`config.mk`:
```
export PLATFORM = sky130hd
export DESIGN_NAME = odo_fifo
export DESIGN_NICKNAME = d
export VERILOG_FILES = /design/src/sv/diff_drive_odometry_assert.svh /design/src/sv/odo_pkg.sv /design/src/sv/odo_fifo.sv
export SDC_FILE = /design/constraint.sdc
export NUM_CORES = 1
export LEC_CHECK = 0
export BUFFER_PORTS_ARGS = -buffer_cell sky130_fd_sc_hd__buf_2
export CORE_UTILIZATION = 52
export CTS_CLUSTER_DIAMETER = 80
export DETAILED_ROUTE_END_ITERATION = 12
export PLACE_DENSITY = 0.8
export SYNTH_ARGS = -nofsm -noshare
export SYNTH_HDL_FRONTEND = slang
export SYNTH_SLANG_ARGS = --single-unit
```
`constraint.sdc`:
```
create_clock -name clk -period 6.4 [get_ports clk]
set_clock_uncertainty 0.2 [all_clocks]
set_input_delay 0.96 -clock clk [delete_from_list [all_inputs] [get_ports clk]]
set_output_delay 0.96 -clock clk [all_outputs]
set_load 0.005 [all_outputs]
```
`src/sv/diff_drive_odometry_assert.svh`:
```
// ----------------------------------------------------------------------------
// diff_drive_odometry assertion macros
// shared property forms for the odometry block, clocked on clk, off in reset
// ----------------------------------------------------------------------------
`ifndef DIFF_DRIVE_ODOMETRY_ASSERT_SVH
`define DIFF_DRIVE_ODOMETRY_ASSERT_SVH

// condition that holds at every edge out of reset
`define ODO_ASSERT_HOLDS(label, cond, msg) \
	label: assert property (@(posedge clk) disable iff (!arst_n) (cond)) else $error(msg);

// condition in the cycle after a trigger
`define ODO_ASSERT_NEXT(label, pre, post, msg) \
	label: assert property (@(posedge clk) disable iff (!arst_n) (pre) |=> (post)) \
		else $error(msg);

`endif

```
`src/sv/odo_pkg.sv`:
```
// ----------------------------------------------------------------------------
// odo_pkg
// shared types, constants and tables of the odometry block
// ----------------------------------------------------------------------------
package odo_pkg;

	localparam int FRAC_BITS       = 16;
	localparam int TRIG_ITERATIONS = 16;
	localparam int TURN_SHIFT      = 30 - FRAC_BITS;

	localparam logic [31:0] PI_Q30     = 32'd3373259426;
	localparam logic [31:0] GAIN_Q30   = 32'd652032874;
	localparam logic [31:0] LIN_SCALE  = 32'd1000000;
	localparam logic [31:0] TURN_SCALE = 32'd2000000;
	// ceil(2^33/3): floor(x/3) = (x * RECIP3_Q33) >> 33 for any 32-bit x
	localparam logic [31:0] RECIP3_Q33 = 32'hAAAA_AAAB;

	// shared divider: wide dividend, narrow divisor, a few quotient bits per cycle
	localparam int WIDE_W     = 128;
	localparam int DEN_W      = 48;
	localparam int DIV_STEPS  = 2;
	localparam int DIV_CYCLES = WIDE_W / DIV_STEPS;
	localparam int DIV_CNT_W  = $clog2(DIV_CYCLES);

	// arctangent table, binary angle of a full turn
	localparam int ATAN_N  = 24;
	localparam int ATAN_IW = $clog2(ATAN_N);
	localparam logic [31:0] ATAN_TURNS [ATAN_N] = '{
		32'h20000000, 32'h12E4051E, 32'h09FB385B, 32'h051111D4, 32'h028B0D43,
		32'h0145D7E1, 32'h00A2F61E, 32'h00517C55, 32'h0028BE53, 32'h00145F2F,
		32'h000A2F98, 32'h000517CC, 32'h00028BE6, 32'h000145F3, 32'h0000A2FA,
		32'h0000517D, 32'h000028BE, 32'h0000145F, 32'h00000A30, 32'h00000518,
		32'h0000028C, 32'h00000146, 32'h000000A3, 32'h00000051
	};

	// step queue, depth a power of two
	localparam int FIFO_DEPTH = 2;
	localparam int FIFO_AW    = $clog2(FIFO_DEPTH);

	typedef struct packed {
		logic [33:0] asum;
		logic        sum_neg;
		logic [33:0] adif;
		logic        dif_neg;
		logic [31:0] dt;
	} odo_step_t;

	typedef struct packed {
		logic full;
		logic empty;
	} odo_fifo_stat_t;

	typedef struct packed {
		logic [31:0] wheel_radius;
		logic [31:0] track_length;
		logic [15:0] ticks_per_rev;
	} odo_geom_t;

	typedef struct packed {
		logic        ld_x;
		logic        ld_y;
		logic        ld_h;
		logic [31:0] value;
	} odo_pose_load_t;

	typedef struct packed {
		logic busy;
	} odo_back_stat_t;

endpackage

```
`src/sv/odo_fifo.sv`:
```
// ----------------------------------------------------------------------------
// odo_fifo
// short queue of classified steps between front and back
// ----------------------------------------------------------------------------
module odo_fifo (
	input  logic                       clk,
	input  logic                       arst_n,
	input  logic                       push,
	input  odo_pkg::odo_step_t         wr_data,
	input  logic                       pop,
	output odo_pkg::odo_step_t         rd_data,
	output odo_pkg::odo_fifo_stat_t    stat
);
	odo_pkg::odo_step_t             mem_q [odo_pkg::FIFO_DEPTH];
	logic [odo_pkg::FIFO_AW-1:0]    wp_q;
	logic [odo_pkg::FIFO_AW-1:0]    rp_q;
	logic [odo_pkg::FIFO_AW:0]      cnt_q;

	assign stat.full  = (cnt_q == (odo_pkg::FIFO_AW+1)'(odo_pkg::FIFO_DEPTH));
	assign stat.empty = (cnt_q == '0);
	assign rd_data    = mem_q[rp_q];

	always_ff @(posedge clk or negedge arst_n) begin
		if (!arst_n) begin
			wp_q  <= '0;
			rp_q  <= '0;
			cnt_q <= '0;
		end else begin
			if (push) wp_q <= odo_pkg::FIFO_AW'(wp_q + 1'b1);
			if (pop) rp_q <= odo_pkg::FIFO_AW'(rp_q + 1'b1);
			if (push && !pop) cnt_q <= cnt_q + 1'b1;
			else if (pop && !push) cnt_q <= cnt_q - 1'b1;
		end
	end

	always_ff @(posedge clk) begin
		if (push) mem_q[wp_q] <= wr_data;
	end
endmodule

```
==> impl_metrics.toml <==
[synthesis]
netlist.top_cell.by_area = "edfxtp_1"
synth_common_cells = "204 x edfxtp_1, 102 x mux2_2, 7 x buf_6"
synth-edff-count = 204
syn_avg_cell_area_um2 = 22.71
ys_ff_latch = 208
synth_flop_cell = "edfxtp_1"
synth.area.top_cells = "edfxtp_1 81%, mux2_2 15%, dfrtp_1 1.3%"
yosysMostFrequentCell = "edfxtp_1"
ys_types = 13
async_flop_share_pct = 1.923
seq_area_frac_synth_pct = 82.33
netlist_instances = 333
syn_area_um2 = 7562
synth_top_area_share_pct = 81.01
syn_nets = 440
ys_warn_count = 0

[global_routing]
grt.total_usage_pct = 17.67
antenna_found_initial = 1
grt_pass1_wl_mm = 19.90
grt_pass1_vias = 3876
grt.overflow.total = 0
grt_max_degree = 54

[worst_setup_path]
crit_arrival_ns = 2.64
path_max_fanout = 53
crit_path_start_kind = "flip-flop"
crit_required_ns = 5.24
critPathKind = "reg -> out"
end_kind = "primary output"

[layout]
diodes = 0
n_fill_cell = 949
final_layout_size_suffix_gt1_share_pct = 60.42
final-instance-count-excl-fill = 751
finalCoreUtilization_pct = 67.07
nNetsFinal = 665
design_area_um2 = 9418
area_growth_pct = 24.54

[cts]
ctsHoldBuffers = 0
root_buffer = "clkbuf_16"
cts_buffer_depth = 3
tritoncts = "built"
cts_max_level = 1
post_cts_resized = 0
clock-sinks = 208
numCtsBuffers = 21
clk_latency_ns = 0.47
cts_setup_buffers = 0
clk_transition_reported_paths_ns = 0.06

[route]
antenna_left = 0
drt-wirelength-per-cell_um = 18.14
drt_iter0_drc = 208
drtPass1Iterations = 7
num_vias = 3850
routed_wl_mm = 13.62
vias_per_cell = 5.126
drc = 0

[placement]
pre_cts_ws_ns = 3.069
dp.cells = 715
port-buffer-count = 209
dpl.hpwl_mm = 8.996
gp_congestion = 0.7263
postPlaceCellArea_um2 = 8776

[run_status]
status = "finished, final reports clean"

[power_and_ir_drop]
total_power_mw = 4.040
p_per_area_nw_per_um2 = 429.0
p_leak_nw = 3.567
vdd_ir_drop_max_mv = 0.3206

[timing]
hold_violations = 0
slew_viol_final = 0
fmax_mhz = 263.4
setup_slack_ns = 2.604
setup-tns-final_ns = 0
whs_ns = 0.08399
finalCriticalPeriod_ns = 3.796
rsz0062_at_grt = "false"
worst_pin_slew_ns = 0.7236
finalSetupViolCount = 0
relSlewSlack_pct = 51.76
layout_worst_path_cycle_share_pct = 59.31

[die]
die_height_um = 122.6
rows = 43
initial_core_util_pct = 53.85
die_area_um2 = 15030
die_x_um = 122.6
io_pins = 210
core_um2 = 14040

[run]
drv_cap = 0

[hold_path]
hold_class = "in -> async"
==> cell usage in the layout (no fill, tap or decap) <==
cell type,n
clkinv_2,3
dfrtp_4,1
clkinvlp_4,1
xor2_1,4
and2_4,1
mux2_2,102
xnor2_1,1
clkbuf_1,5
buf_4,4
edfxtp_1,204
clkbuf_16,21
nor2_1,2
nor2b_1,1
inv_1,1
nor2b_4,1
dfrtp_1,3
bufinv_16,2
ha_1,1
buf_2,209
clkinv_1,4
==> flip-flops by register name, summed over array words and instances, names as in the netlist <==
signal	count
rp_q	1
cnt_q	2
wp_q	1
mem_q	204
==> worst max-delay path, cell delays in order (launching register included) <==
cell     delay [ns]
dfrtp_4        0.85
buf_4          0.67
mux2_2         0.42
buf_2          0.13
==> kinds of logic (layout without fill, tap and decap cells) <==
kind of cell	after synthesis	in the layout	synth area share (%)
flops	208	208	82.33
buf+inv	12	250	1.390
simple gates	5	5	0.3475
xor+xnor	5	5	0.5791
fa+ha+maj	1	1	0.1654
mux	102	102	15.19
==> routing by layer <==
metal / track usage (%) / share of wire (%) / up-vias
met1: 23.39 / 41 / 1888
li1: - / - / 1778
met5: 0 / 0.073 / -
met4: 5.107 / 1.7 / 2
met3: 4.275 / 8.7 / 21
met2: 29.14 / 49 / 161
==> cell type report <==
type	instances	area (µm²)	share of cell area, %
Clock buffer	26	544.3	5.779
Clock inverter	10	97.59	1.036
Inverter	1	3.754	0.03986
Multi-Input combinational cell	113	1241	13.18
Sequential cell	208	6230	66.15
Tap cell	180	225.2	2.391
Timing Repair Buffer	213	1076	11.43
==> worst paths after layout <==
check                      startpoint  slack [ns]           end  cells after the start
setup reg to reg                 wp_q        3.96  mem_q[0][48]                      3
setup / recovery                 rp_q        2.60   rd_data[79]                      3
max in group asynchronous      arst_n        5.78          rp_q                      1
hold / removal                 arst_n        0.08      cnt_q[0]                      1
min in group clk             cnt_q[1]        0.31      cnt_q[1]                      1
hold reg to reg              cnt_q[1]        0.31      cnt_q[1]                      1
==> power breakdown <==
group          internal, mW  total (mW)  switching, mW
Sequential             1.81        1.94          0.125
Combinational         0.512       0.964          0.452
Clock                 0.681        1.14          0.459
No activity file was read; power rests on OpenSTA's default activity.
