**src/sv/diff_drive_odometry_assert.svh**
```systemverilog
// ----------------------------------------------------------------------------
// diff_drive_odometry assertion macros
// shared property forms for the odometry block, clocked on clk, off in reset
// ----------------------------------------------------------------------------
`ifndef DIFF_DRIVE_ODOMETRY_ASSERT_SVH
`define DIFF_DRIVE_ODOMETRY_ASSERT_SVH

// condition that holds at every edge out of reset
`define ODO_ASSERT_HOLDS(label, cond, msg) \
	label: assert property (@(posedge clk) disable iff (!arst_n) (cond)) else $error(msg);

// condition in the cycle after a trigger
`define ODO_ASSERT_NEXT(label, pre, post, msg) \
	label: assert property (@(posedge clk) disable iff (!arst_n) (pre) |=> (post)) \
		else $error(msg);

`endif

```
**src/sv/odo_pkg.sv**
```systemverilog
// ----------------------------------------------------------------------------
// odo_pkg
// shared types, constants and tables of the odometry block
// ----------------------------------------------------------------------------
package odo_pkg;

	localparam int FRAC_BITS       = 16;
	localparam int TRIG_ITERATIONS = 16;
	localparam int TURN_SHIFT      = 30 - FRAC_BITS;

	localparam logic [31:0] PI_Q30     = 32'd3373259426;
	localparam logic [31:0] GAIN_Q30   = 32'd652032874;
	localparam logic [31:0] LIN_SCALE  = 32'd1000000;
	localparam logic [31:0] TURN_SCALE = 32'd2000000;
	// ceil(2^33/3): floor(x/3) = (x * RECIP3_Q33) >> 33 for any 32-bit x
	localparam logic [31:0] RECIP3_Q33 = 32'hAAAA_AAAB;

	// shared divider: wide dividend, narrow divisor, a few quotient bits per cycle
	localparam int WIDE_W     = 128;
	localparam int DEN_W      = 48;
	localparam int DIV_STEPS  = 2;
	localparam int DIV_CYCLES = WIDE_W / DIV_STEPS;
	localparam int DIV_CNT_W  = $clog2(DIV_CYCLES);

	// arctangent table, binary angle of a full turn
	localparam int ATAN_N  = 24;
	localparam int ATAN_IW = $clog2(ATAN_N);
	localparam logic [31:0] ATAN_TURNS [ATAN_N] = '{
		32'h20000000, 32'h12E4051E, 32'h09FB385B, 32'h051111D4, 32'h028B0D43,
		32'h0145D7E1, 32'h00A2F61E, 32'h00517C55, 32'h0028BE53, 32'h00145F2F,
		32'h000A2F98, 32'h000517CC, 32'h00028BE6, 32'h000145F3, 32'h0000A2FA,
		32'h0000517D, 32'h000028BE, 32'h0000145F, 32'h00000A30, 32'h00000518,
		32'h0000028C, 32'h00000146, 32'h000000A3, 32'h00000051
	};

	// step queue, depth a power of two
	localparam int FIFO_DEPTH = 2;
	localparam int FIFO_AW    = $clog2(FIFO_DEPTH);

	typedef struct packed {
		logic [33:0] asum;
		logic        sum_neg;
		logic [33:0] adif;
		logic        dif_neg;
		logic [31:0] dt;
	} odo_step_t;

	typedef struct packed {
		logic full;
		logic empty;
	} odo_fifo_stat_t;

	typedef struct packed {
		logic [31:0] wheel_radius;
		logic [31:0] track_length;
		logic [15:0] ticks_per_rev;
	} odo_geom_t;

	typedef struct packed {
		logic        ld_x;
		logic        ld_y;
		logic        ld_h;
		logic [31:0] value;
	} odo_pose_load_t;

	typedef struct packed {
		logic busy;
	} odo_back_stat_t;

endpackage

```
**src/sv/odo_in_if.sv**
```systemverilog
// ----------------------------------------------------------------------------
// odo_in_if
// encoder sample channel: valid, ready and the sample fields
// ----------------------------------------------------------------------------
interface odo_in_if;
	logic        valid;
	logic        ready;
	logic [31:0] left_count;
	logic [31:0] right_count;
	logic [31:0] time_us;

	modport source (output valid, output left_count, output right_count,
		output time_us, input ready);
	modport sink (input valid, input left_count, input right_count,
		input time_us, output ready);
endinterface

```
**src/sv/odo_front.sv**
```systemverilog
// ----------------------------------------------------------------------------
// odo_front
// takes samples, applies the interval test, forms signed tick sums and differences per step
// ----------------------------------------------------------------------------
module odo_front (
	input  logic                clk,
	input  logic                arst_n,
	odo_in_if.sink              sample,
	input  logic [31:0]         interval,
	input  logic [1:0]          reverse,
	input  logic                full,
	output logic                push,
	output odo_pkg::odo_step_t  step
);
	logic [31:0] last_left_q, last_right_q, last_time_q;
	logic [31:0] dt, dl, dr;
	logic [33:0] sl, sr, sum, dif;
	logic        upd;

	always_comb begin
		dt  = sample.time_us - last_time_q;
		dl  = sample.left_count - last_left_q;
		dr  = sample.right_count - last_right_q;
		upd = (dt > interval);
		sl  = reverse[0] ? 34'd0 - {2'b00, dl} : {2'b00, dl};
		sr  = reverse[1] ? 34'd0 - {2'b00, dr} : {2'b00, dr};
		sum = sr + sl;
		dif = sr - sl;
		step.sum_neg = sum[33];
		step.dif_neg = dif[33];
		step.asum    = sum[33] ? 34'd0 - sum : sum;
		step.adif    = dif[33] ? 34'd0 - dif : dif;
		step.dt      = dt;
	end

	assign sample.ready = !full;
	assign push = sample.valid && sample.ready && upd;

	always_ff @(posedge clk or negedge arst_n) begin
		if (!arst_n) begin
			last_left_q  <= '0;
			last_right_q <= '0;
			last_time_q  <= '0;
		end else if (push) begin
			last_left_q  <= sample.left_count;
			last_right_q <= sample.right_count;
			last_time_q  <= sample.time_us;
		end
	end
endmodule

```
**src/flat_wrapper.sv**
```systemverilog
// flat-port wrapper written by rule: the top's interface ports become plain ports
module odo_front_flat 
  (clk, arst_n, interval, reverse, full, push, step, sample_valid, sample_left_count, sample_right_count, sample_time_us, sample_ready);
  odo_in_if sample_i ();
  input  logic clk;
  input  logic arst_n;
  input  logic [31:0] interval;
  input  logic [1:0] reverse;
  input  logic full;
  output logic push;
  output odo_pkg::odo_step_t step;
  input wire logic [$bits(sample_i.valid)-1:0] sample_valid;
  input wire logic [$bits(sample_i.left_count)-1:0] sample_left_count;
  input wire logic [$bits(sample_i.right_count)-1:0] sample_right_count;
  input wire logic [$bits(sample_i.time_us)-1:0] sample_time_us;
  output wire logic [$bits(sample_i.ready)-1:0] sample_ready;
  assign sample_i.valid = sample_valid;
  assign sample_i.left_count = sample_left_count;
  assign sample_i.right_count = sample_right_count;
  assign sample_i.time_us = sample_time_us;
  assign sample_ready = sample_i.ready;
  odo_front u_core (.clk(clk), .arst_n(arst_n), .sample(sample_i), .interval(interval), .reverse(reverse), .full(full), .push(push), .step(step));
endmodule
```
**config.mk**
```make
export PLATFORM = sky130hd
export DESIGN_NAME = odo_front_flat
export DESIGN_NICKNAME = d
export VERILOG_FILES = /design/src/sv/diff_drive_odometry_assert.svh /design/src/sv/odo_pkg.sv /design/src/sv/odo_in_if.sv /design/src/sv/odo_front.sv /design/src/flat_wrapper.sv
export SDC_FILE = /design/constraint.sdc
export NUM_CORES = 1
export LEC_CHECK = 0
export ABC_AREA = 1
export BUFFER_PORTS_ARGS = -buffer_cell sky130_fd_sc_hd__buf_2
export CAP_MARGIN = 25
export CELL_PAD_IN_SITES_DETAIL_PLACEMENT = 0
export CELL_PAD_IN_SITES_GLOBAL_PLACEMENT = 1
export CORE_UTILIZATION = 37
export CTS_BUF_LIST = sky130_fd_sc_hd__clkbuf_8 sky130_fd_sc_hd__clkbuf_16
export DETAILED_ROUTE_END_ITERATION = 10
export GPL_TIMING_DRIVEN = 0
export PLACE_DENSITY_LB_ADDON = 0.12
export SETUP_SLACK_MARGIN = 0.4
export SLEW_MARGIN = 20
export SYNTH_ARGS = -nofsm -noshare
export SYNTH_HDL_FRONTEND = slang
export SYNTH_SLANG_ARGS = --single-unit
```
**constraint.sdc**
```tcl
create_clock -name clk -period 4.3 [get_ports clk]
set_clock_uncertainty 0.15 [all_clocks]
set_input_delay 0.215 -clock clk [delete_from_list [all_inputs] [get_ports clk]]
set_output_delay 0.215 -clock clk [all_outputs]
set_load 0.02 [all_outputs]
```
==> results of run 1 <==
## per-stage QoR
step | cells | instance area (um2)
final | 5002 | 31900
after global routing | 5001 | 31900
after CTS | 4926 | 29700
after detailed placement | 4636 | 23300
after global placement | 4635 | 23300
after floorplan | 3704 | 21200
## logic make-up after synthesis
logic type / share of synthesized area
and+or+nand+nor: 0.456
buffers and inverters: 0.139
AOI/OAI and AO/OA: 0.0960
adders and majority gates: 0.125
xor gates and xnor gates: 0.0657
DFF: 0.119
## flip-flops by register name, summed over array words and instances (netlist names)
| signal | cells |
|---|---|
| u_core.last_left_q | 32 |
| u_core.last_right_q | 32 |
| u_core.last_time_q | 32 |
## timing repair
action,4_1_cts,5_1_grt
hold buffers,97,0
gates cloned,12,1
resized for setup,920,405
setup endpoints to repair,165,165
pin swaps,241,184
hold endpoints to repair,145,0
setup buffers,165,72
## worst paths after layout
kind,start,endpoint,slack (ns),cells past startpoint
hold / removal,arst_n,u_core.last_time_q[10]$_DFFE_PN0P_,0.15,2
min in group clk,u_core.last_left_q[20]$_DFFE_PN0P_,u_core.last_left_q[20]$_DFFE_PN0P_,0.33,2
max in group asynchronous,arst_n,u_core.last_right_q[29]$_DFFE_PN0P_,3.20,3
setup reg to reg,u_core.last_time_q[0]$_DFFE_PN0P_,u_core.last_right_q[15]$_DFFE_PN0P_,-0.45,26
hold reg to reg,u_core.last_left_q[20]$_DFFE_PN0P_,u_core.last_left_q[20]$_DFFE_PN0P_,0.33,2
setup / recovery,u_core.last_right_q[0]$_DFFE_PN0P_,step[63],-1.26,35
## cell usage in the layout (no fill, tap or decap), types with 17 or more instances in the layout
| cell | instances |
|---|---|
| buf_2 | 167 |
| nand3_2 | 48 |
| nor3_1 | 17 |
| a21oi_2 | 52 |
| inv_1 | 547 |
| buf_8 | 17 |
| inv_2 | 83 |
| xor2_2 | 55 |
| nand3_4 | 18 |
| nor2_2 | 84 |
| dlygate4sd3_1 | 97 |
| dfrtp_1 | 96 |
| xor2_1 | 44 |
| nand2_1 | 1073 |
| nand3b_1 | 22 |
| ha_1 | 138 |
| nor2_1 | 183 |
| ha_2 | 17 |
| buf_6 | 93 |
| ha_4 | 40 |
| o21ai_2 | 30 |
| buf_4 | 221 |
| nand4_1 | 43 |
| nand2_2 | 282 |
| a21oi_4 | 33 |
| nand3_1 | 196 |
| o21ai_0 | 42 |
| a21oi_1 | 99 |
| nand2_4 | 97 |
| buf_12 | 29 |
| o21ai_1 | 28 |
| nor2_4 | 97 |
## metal layers
metal,wire length [um],up-vias
met5,39,-
met2,38400,566
met1,37200,11465
met4,3000,6
li1,-,12634
met3,3560,135
## final cells by class
cell class              instances  area share
multi-input cells            2898       0.630
inverters                     648      0.0782
flip-flops and latches         96      0.0752
clock inverters                 6     0.00137
well taps                     696      0.0273
clock buffers                  10     0.00748
repair buffers                582       0.155
diodes                          3    0.000235
plain buffers                  63      0.0251
==> qor.txt, run 1 <==
final setup fails: 165
Core Rows: 85
syn_area_per_cell: 5.47 um2
Post-synth EDFFs: 0
Worst-Margin Slew: 0.644 ns
Area growth syn-to-layout: 57.5%
async set or reset register ratio after synthesis: 1.00
Seq/Total Area, Yosys: 0.119
initial antenna violation count: 7
Synth warnings: 0
final WL: 82300 um
fmax: 0.180 GHz
overall routing resource usage: 0.289
post-synthesis net count: 4038
drt pass-1 iters: 5
fill count: 5351
CTS HTree Levels: 3
Post-synth top cells: nand2_1, inv_1, nor2_1
die width: 236 um
busiest grt layer: met2
nets@finish: 4632
Clock Path Buffers: 2
most used cell, CP: nand2_1
GR met1 Demand/Resource: 0.384
largest net degree at the start of global routing: 55
met2 usage: 0.485
Critical-path top delay cell: fa_2
RSZ-0062 raised after global routing: yes
vias per std cell: 4.96
arrival time at the worst endpoint: 5.20 ns
final period utilization: 1.29
Post-Route Hold Slack: 0.153 ns
first-pass GRT wire length: 128000 um
setup_tns: -112.11 ns
clk_lat worst skew: 0.39 ns
I/O Buffers: 235
Area contributors post-synth: nand2_1, ha_1, dfrtp_1
outcome: finished, violations left
Vias: 24806
Slew HR: 0.568
GRT overflow: 0
crit start category: flop
GR Util met3: 0.0316
most frequent cell after synthesis: nand2_1
Syn Inst Count: 3704
die area: 55700 um2
Netlist cell types: 52
HPWL Detailed: 64700 um
Final Worst Setup Slack: -1.26 ns
TritonCTS Buffers: 9
Cell Area, Synth: 20300 um2
max-slew violations: 0
final core occ: 0.592
CTS tree: done
io pins: 238
Multi-input gate area: 20100 um2
clock-pin transition on the worst setup and hold timing paths: 0.08 ns
clk sink count: 96
min cycle time layout: 5.56 ns
violated checks: setup timing
Sequential cell area: 2400 um2
WP data required: 3.93 ns
Main synth FF type: dfrtp_1
final hold violation count: 0
Max Cap Viol: 0
FF+latch count, synth: 96
layout cell share with drive strength beyond 1: 0.376
Detail Route Antenna Nets: 0
Core Box Area: 53900 um2
worst-path fanout max: 7
CP Capture Type: output pin
Place WS: -1.57 ns
Synth top area share: 0.261
Root Driver: clkbuf_16
height of the chip: 236 um
RePlAce Congestion: 0.998
Bufs and invs on worst path: 7
wire length per cell: 16.4 um
critical path type: flop to output pin
Hold Crit Class: input pin to async pin
vias in the first global route: 23772
post-synth top area cell: nand2_1
Crit path largest cell delay: 0.43 ns
Worst path top cell family by delay: simple AND/OR/NAND/NOR gates
detailed-route DRC error count: 0
Starting Density: 0.376
initial DRC count: 1459
Power of run 1 is not shown: default switching activity piles up to over one toggle a cycle in this logic, so the estimate is an artifact.
==> inputs of run 2 (changes only) <==
--- a/config.mk
+++ b/config.mk
@@ -6,11 +6,11 @@
 export NUM_CORES = 1
 export LEC_CHECK = 0
 export ABC_AREA = 1
-export BUFFER_PORTS_ARGS = -buffer_cell sky130_fd_sc_hd__buf_2
+export BUFFER_PORTS_ARGS = -buffer_cell sky130_fd_sc_hd__buf_4
 export CAP_MARGIN = 25
 export CELL_PAD_IN_SITES_DETAIL_PLACEMENT = 0
 export CELL_PAD_IN_SITES_GLOBAL_PLACEMENT = 1
-export CORE_UTILIZATION = 37
+export CORE_UTILIZATION = 40
 export CTS_BUF_LIST = sky130_fd_sc_hd__clkbuf_8 sky130_fd_sc_hd__clkbuf_16
 export DETAILED_ROUTE_END_ITERATION = 10
 export GPL_TIMING_DRIVEN = 0
@@ -20,3 +20,4 @@
 export SYNTH_ARGS = -nofsm -noshare
 export SYNTH_HDL_FRONTEND = slang
 export SYNTH_SLANG_ARGS = --single-unit
+export TNS_END_PERCENT = 30
==> constraint.sdc (replaced) <==
create_clock -name clk -period 5.4 [get_ports clk]
set_clock_uncertainty 0.15 [all_clocks]
set_input_delay 0.27 -clock clk [delete_from_list [all_inputs] [get_ports clk]]
set_output_delay 0.27 -clock clk [all_outputs]
set_load 0.02 [all_outputs]
==> qor.txt, run 2 (synthesis gave the netlist of run 1 again) <==
final hold violation count: 0
I/O Buffers: 235
nets@finish: 4572
final WL: 78700 um
clock-pin transition on the worst setup and hold timing paths: 0.08 ns
die width: 227 um
initial DRC count: 1476
wire length per cell: 16.0 um
Hold Crit Class: input pin to flop
min cycle time layout: 5.55 ns
RePlAce Congestion: 0.975
CP Capture Type: output pin
most common cell after layout, fill and taps aside: nand2_1
CTS tree: done
fmax: 0.180 GHz
height of the chip: 227 um
Vias: 24557
arrival time at the worst endpoint: 5.13 ns
overall routing resource usage: 0.295
final period utilization: 1.03
most used cell, CP: nand2_1
Root Driver: clkbuf_16
Regs by FF count: u_core.last_left_q (32), u_core.last_right_q (32), u_core.last_time_q (32)
violated checks: setup timing
Area growth syn-to-layout: 51.4%
clk sink count: 96
setup_tns: -2.54 ns
RSZ-0062 raised after global routing: yes
detailed-route DRC error count: 0
Slew HR: 0.367
final setup fails: 45
max-slew violations: 0
WP data required: 4.98 ns
largest net degree at the start of global routing: 97
Starting Density: 0.405
Core Box Area: 50100 um2
final core occ: 0.613
Final Worst Setup Slack: -0.147 ns
GRT overflow: 0
Crit path largest cell delay: 0.42 ns
clk_lat worst skew: 0.39 ns
vias in the first global route: 22947
Critical-path top delay cell: fa_2
most frequent cells in the layout: nand2_1, inv_1, buf_4
HPWL Detailed: 61900 um
Max Cap Viol: 0
first-pass GRT wire length: 119000 um
critical path type: flop to output pin
TritonCTS Buffers: 9
drt pass-1 iters: 5
crit start category: flop
vias per std cell: 5.00
Core Rows: 82
outcome: finished, violations left
Detail Route Antenna Nets: 0
die area: 51600 um2
CTS HTree Levels: 3
io pins: 238
layout cell share with drive strength beyond 1: 0.341
worst-path fanout max: 5
initial antenna violation count: 3
Worst-Margin Slew: 0.949 ns
Clock Path Buffers: 2
-- run 2: cell types whose count changed in the layout (fill, tap and decap cells not counted), sizes merged --
cell	delta
buf	-59
inv	+2
bufinv	+2
dlygate4sd3	-3
clkinvlp	-2
diode	-1
clkinv	-2
nand2	-1
clkbuf	+2
-- run 2: metal layers --
layer | vias to the layer above | share of wire | wire length (um) | GRT usage
met1 | 11257 | 0.46 | 35900 | 0.396
met4 | 2 | 0.033 | 2610 | 0.0985
met3 | 124 | 0.044 | 3480 | 0.0285
met5 | - | 0.00017 | 13 | 0
li1 | 12528 | - | - | -
met2 | 646 | 0.47 | 36800 | 0.493
-- run 2: cell type report --
| class | count | area, um2 |
|---|---|---|
| multi-input cells | 2897 | 19500 |
| fillers | 4860 | 19400 |
| repair buffers | 523 | 4500 |
| inverters | 648 | 2500 |
| flip-flops and latches | 96 | 2400 |
| well taps | 672 | 841 |
| plain buffers | 63 | 638 |
| clock buffers | 9 | 225 |
| clock inverters | 6 | 92.6 |
| diodes | 2 | 5.00 |
-- run 2: repair_timing --
item,in CTS,in global routing
endpoints found under the hold margin,189,0
endpoints found under the setup margin,165,165
hold buffers,94,0
resized for setup,633,655
gates cloned,4,2
setup buffers,101,87
pin swaps,140,232
-- run 2: worst max-delay path: cells and delay by family, from the launching register on --
family | cells | cell delay, ns
simple gates | 19 | 1.84
fa+ha+maj | 3 | 0.89
compound gates | 1 | 0.28
xor+xnor | 2 | 0.34
flops | 1 | 0.36
buf+inv | 10 | 1.04
-- run 2: path summary, 6_finish.rpt --
path,start,endpoint,slack [ns],cells past startpoint
setup reg to reg,u_core.last_time_q[2]$_DFFE_PN0P_,u_core.last_left_q[24]$_DFFE_PN0P_,0.43,23
hold / removal,sample_time_us[0],u_core.last_time_q[0]$_DFFE_PN0P_,0.03,3
max in group asynchronous,arst_n,u_core.last_left_q[24]$_DFFE_PN0P_,4.04,2
hold reg to reg,u_core.last_left_q[14]$_DFFE_PN0P_,u_core.last_left_q[14]$_DFFE_PN0P_,0.33,2
setup / recovery,u_core.last_left_q[0]$_DFFE_PN0P_,step[63],-0.15,35
min in group asynchronous,arst_n,u_core.last_time_q[9]$_DFFE_PN0P_,0.35,2
-- run 2: per-stage QoR --
| stage | setup slack [ns] | area (um2) | hold slack [ns] | instances |
|---|---|---|---|---|
| global placement | -0.807 | 22900 | 0.312 | 4611 |
| finish | -0.147 | 30700 | 0.0297 | 4916 |
| floorplan | 0.536 | 20300 | -0.176 | 3704 |
| global route | -0.455 | 30700 | 0.0363 | 4916 |
| CTS | -0.147 | 27300 | 0.00688 | 4825 |
| detailed placement | -0.747 | 22900 | 0.295 | 4611 |
Power of run 2 is left out for the same reason.
==> inputs of run 3 (changes only) <==
--- a/config.mk
+++ b/config.mk
@@ -15,6 +15,7 @@
 export DETAILED_ROUTE_END_ITERATION = 10
 export GPL_TIMING_DRIVEN = 0
 export PLACE_DENSITY_LB_ADDON = 0.12
+export RECOVER_POWER = 100
 export SETUP_SLACK_MARGIN = 0.4
 export SLEW_MARGIN = 20
 export SYNTH_ARGS = -nofsm -noshare
==> qor.txt, run 3 (synthesis gave the netlist of run 1 again) <==
fmax: 0.180 GHz
vias in the first global route: 22947
CTS HTree Levels: 3
most common cell after layout, fill and taps aside: nand2_1
Slew HR: -0.678
fill count: 4897
Core Rows: 82
max-slew violations: 97
outcome: finished, violations left
TritonCTS Buffers: 9
CP Capture Type: output pin
violated checks: capacitance limit, slew limit, setup timing
die width: 227 um
GRT overflow: 0
final hold violation count: 0
initial antenna violation count: 3
GR Util met3: 0.0285
most frequent cells in the layout: nand2_1, inv_1, buf_4
nets@finish: 4572
busiest grt layer: met2
arrival time at the worst endpoint: 5.14 ns
vias per std cell: 5.00
CTS tree: done
GR met1 Demand/Resource: 0.396
clock-pin transition on the worst setup and hold timing paths: 0.08 ns
drt pass-1 iters: 5
largest net degree at the start of global routing: 97
Critical-path top delay cell: fa_2
final WL: 78800 um
design area: 30600 um2
met2 usage: 0.493
height of the chip: 227 um
die area: 51600 um2
DP Area: 22900 um2
crit start category: flop
final setup fails: 46
Core Box Area: 50100 um2
final period utilization: 1.03
io pins: 238
Crit path largest cell delay: 0.40 ns
Vias: 24575
Multi-input gate area: 19500 um2
WP data required: 4.98 ns
clk_lat worst skew: 0.39 ns
min cycle time layout: 5.56 ns
Regs by FF count: u_core.last_left_q (32), u_core.last_right_q (32), u_core.last_time_q (32)
RSZ-0062 raised after global routing: yes
critical path type: flop to output pin
Area growth syn-to-layout: 50.8%
Root Driver: clkbuf_16
Sequential cell area: 2400 um2
detailed-route DRC error count: 0
Worst-Margin Slew: 2.52 ns
Max Cap Viol: 1
wire length per cell: 16.0 um
clk sink count: 96
most used cell, CP: nand2_1
first-pass GRT wire length: 119000 um
I/O Buffers: 235
setup_tns: -2.82 ns
RePlAce Congestion: 0.975
worst-path fanout max: 5
Starting Density: 0.405
layout cell share with drive strength beyond 1: 0.334
overall routing resource usage: 0.295
Final Worst Setup Slack: -0.162 ns
Hold Crit Class: input pin to flop
Clock Path Buffers: 2
Detail Route Antenna Nets: 0
HPWL Detailed: 61900 um
initial DRC count: 1367
Post-Route Hold Slack: 0.0293 ns
-- run 3: changes by cell type in the layout (fill, tap and decap cells not counted), sizes merged --
cell / before / now
buf: 479 / 449
clkbuf: 21 / 51
-- run 3: worst max-delay path: cells and delay by family, from the launching register on --
kind,cells,cell delay [ns]
simple gates,23,2.26
fa+ha+maj,3,0.88
buf+inv,7,0.63
xor+xnor,2,0.39
flops,1,0.35
compound gates,1,0.28
-- run 3: final cells by class --
| type | instances | area share |
|---|---|---|
| Multi-Input combinational cell | 2897 | 0.637 |
| Timing Repair Buffer | 523 | 0.144 |
| Inverter | 648 | 0.0817 |
| Sequential cell | 96 | 0.0786 |
| Tap cell | 672 | 0.0275 |
| Buffer | 63 | 0.0208 |
| Clock buffer | 9 | 0.00737 |
| Clock inverter | 6 | 0.00303 |
| Antenna cell | 2 | 0.000164 |
-- run 3: timing repair --
item / in CTS / in global routing
endpoints found under the setup margin: 165 / 165
buffers inserted: 101 / 87
endpoints found under the hold margin: 189 / 0
hold buffers: 94 / 0
gates resized for setup: 633 / 655
pin swaps: 140 / 232
gates cloned: 4 / 2
-- run 3: final timing paths --
| kind | startpoint | to | slack (ns) | depth (start not counted) |
|---|---|---|---|---|
| max | u_core.last_right_q[0]$_DFFE_PN0P_ | step[63] | -0.16 | 36 |
| min reg2reg | u_core.last_left_q[14]$_DFFE_PN0P_ | u_core.last_left_q[14]$_DFFE_PN0P_ | 0.33 | 2 |
| min | sample_time_us[0] | u_core.last_time_q[0]$_DFFE_PN0P_ | 0.03 | 3 |
| max reg2reg | u_core.last_time_q[2]$_DFFE_PN0P_ | u_core.last_left_q[24]$_DFFE_PN0P_ | 0.18 | 23 |
| max in group asynchronous | arst_n | u_core.last_left_q[24]$_DFFE_PN0P_ | 2.56 | 2 |
| min in group asynchronous | arst_n | u_core.last_time_q[9]$_DFFE_PN0P_ | 0.98 | 2 |
-- run 3: per-stage QoR --
| stage | cells | setup WS [ns] | util |
|---|---|---|---|
| CTS | 4825 | -0.147 | 0.545 |
| detailed placement | 4611 | -0.747 | 0.457 |
| global route | 4916 | -0.455 | 0.610 |
| finish | 4916 | -0.162 | 0.610 |
| global placement | 4611 | -0.807 | 0.457 |
| floorplan | 3704 | 0.536 | - |
-- run 3: metal layers --
metal | up-vias | part of all wire
met2 | 650 | 0.47
met3 | 136 | 0.045
met4 | 2 | 0.034
met1 | 11266 | 0.45
li1 | 12521 | -
met5 | - | 0.00017
Power of run 3 is left out for the same reason.
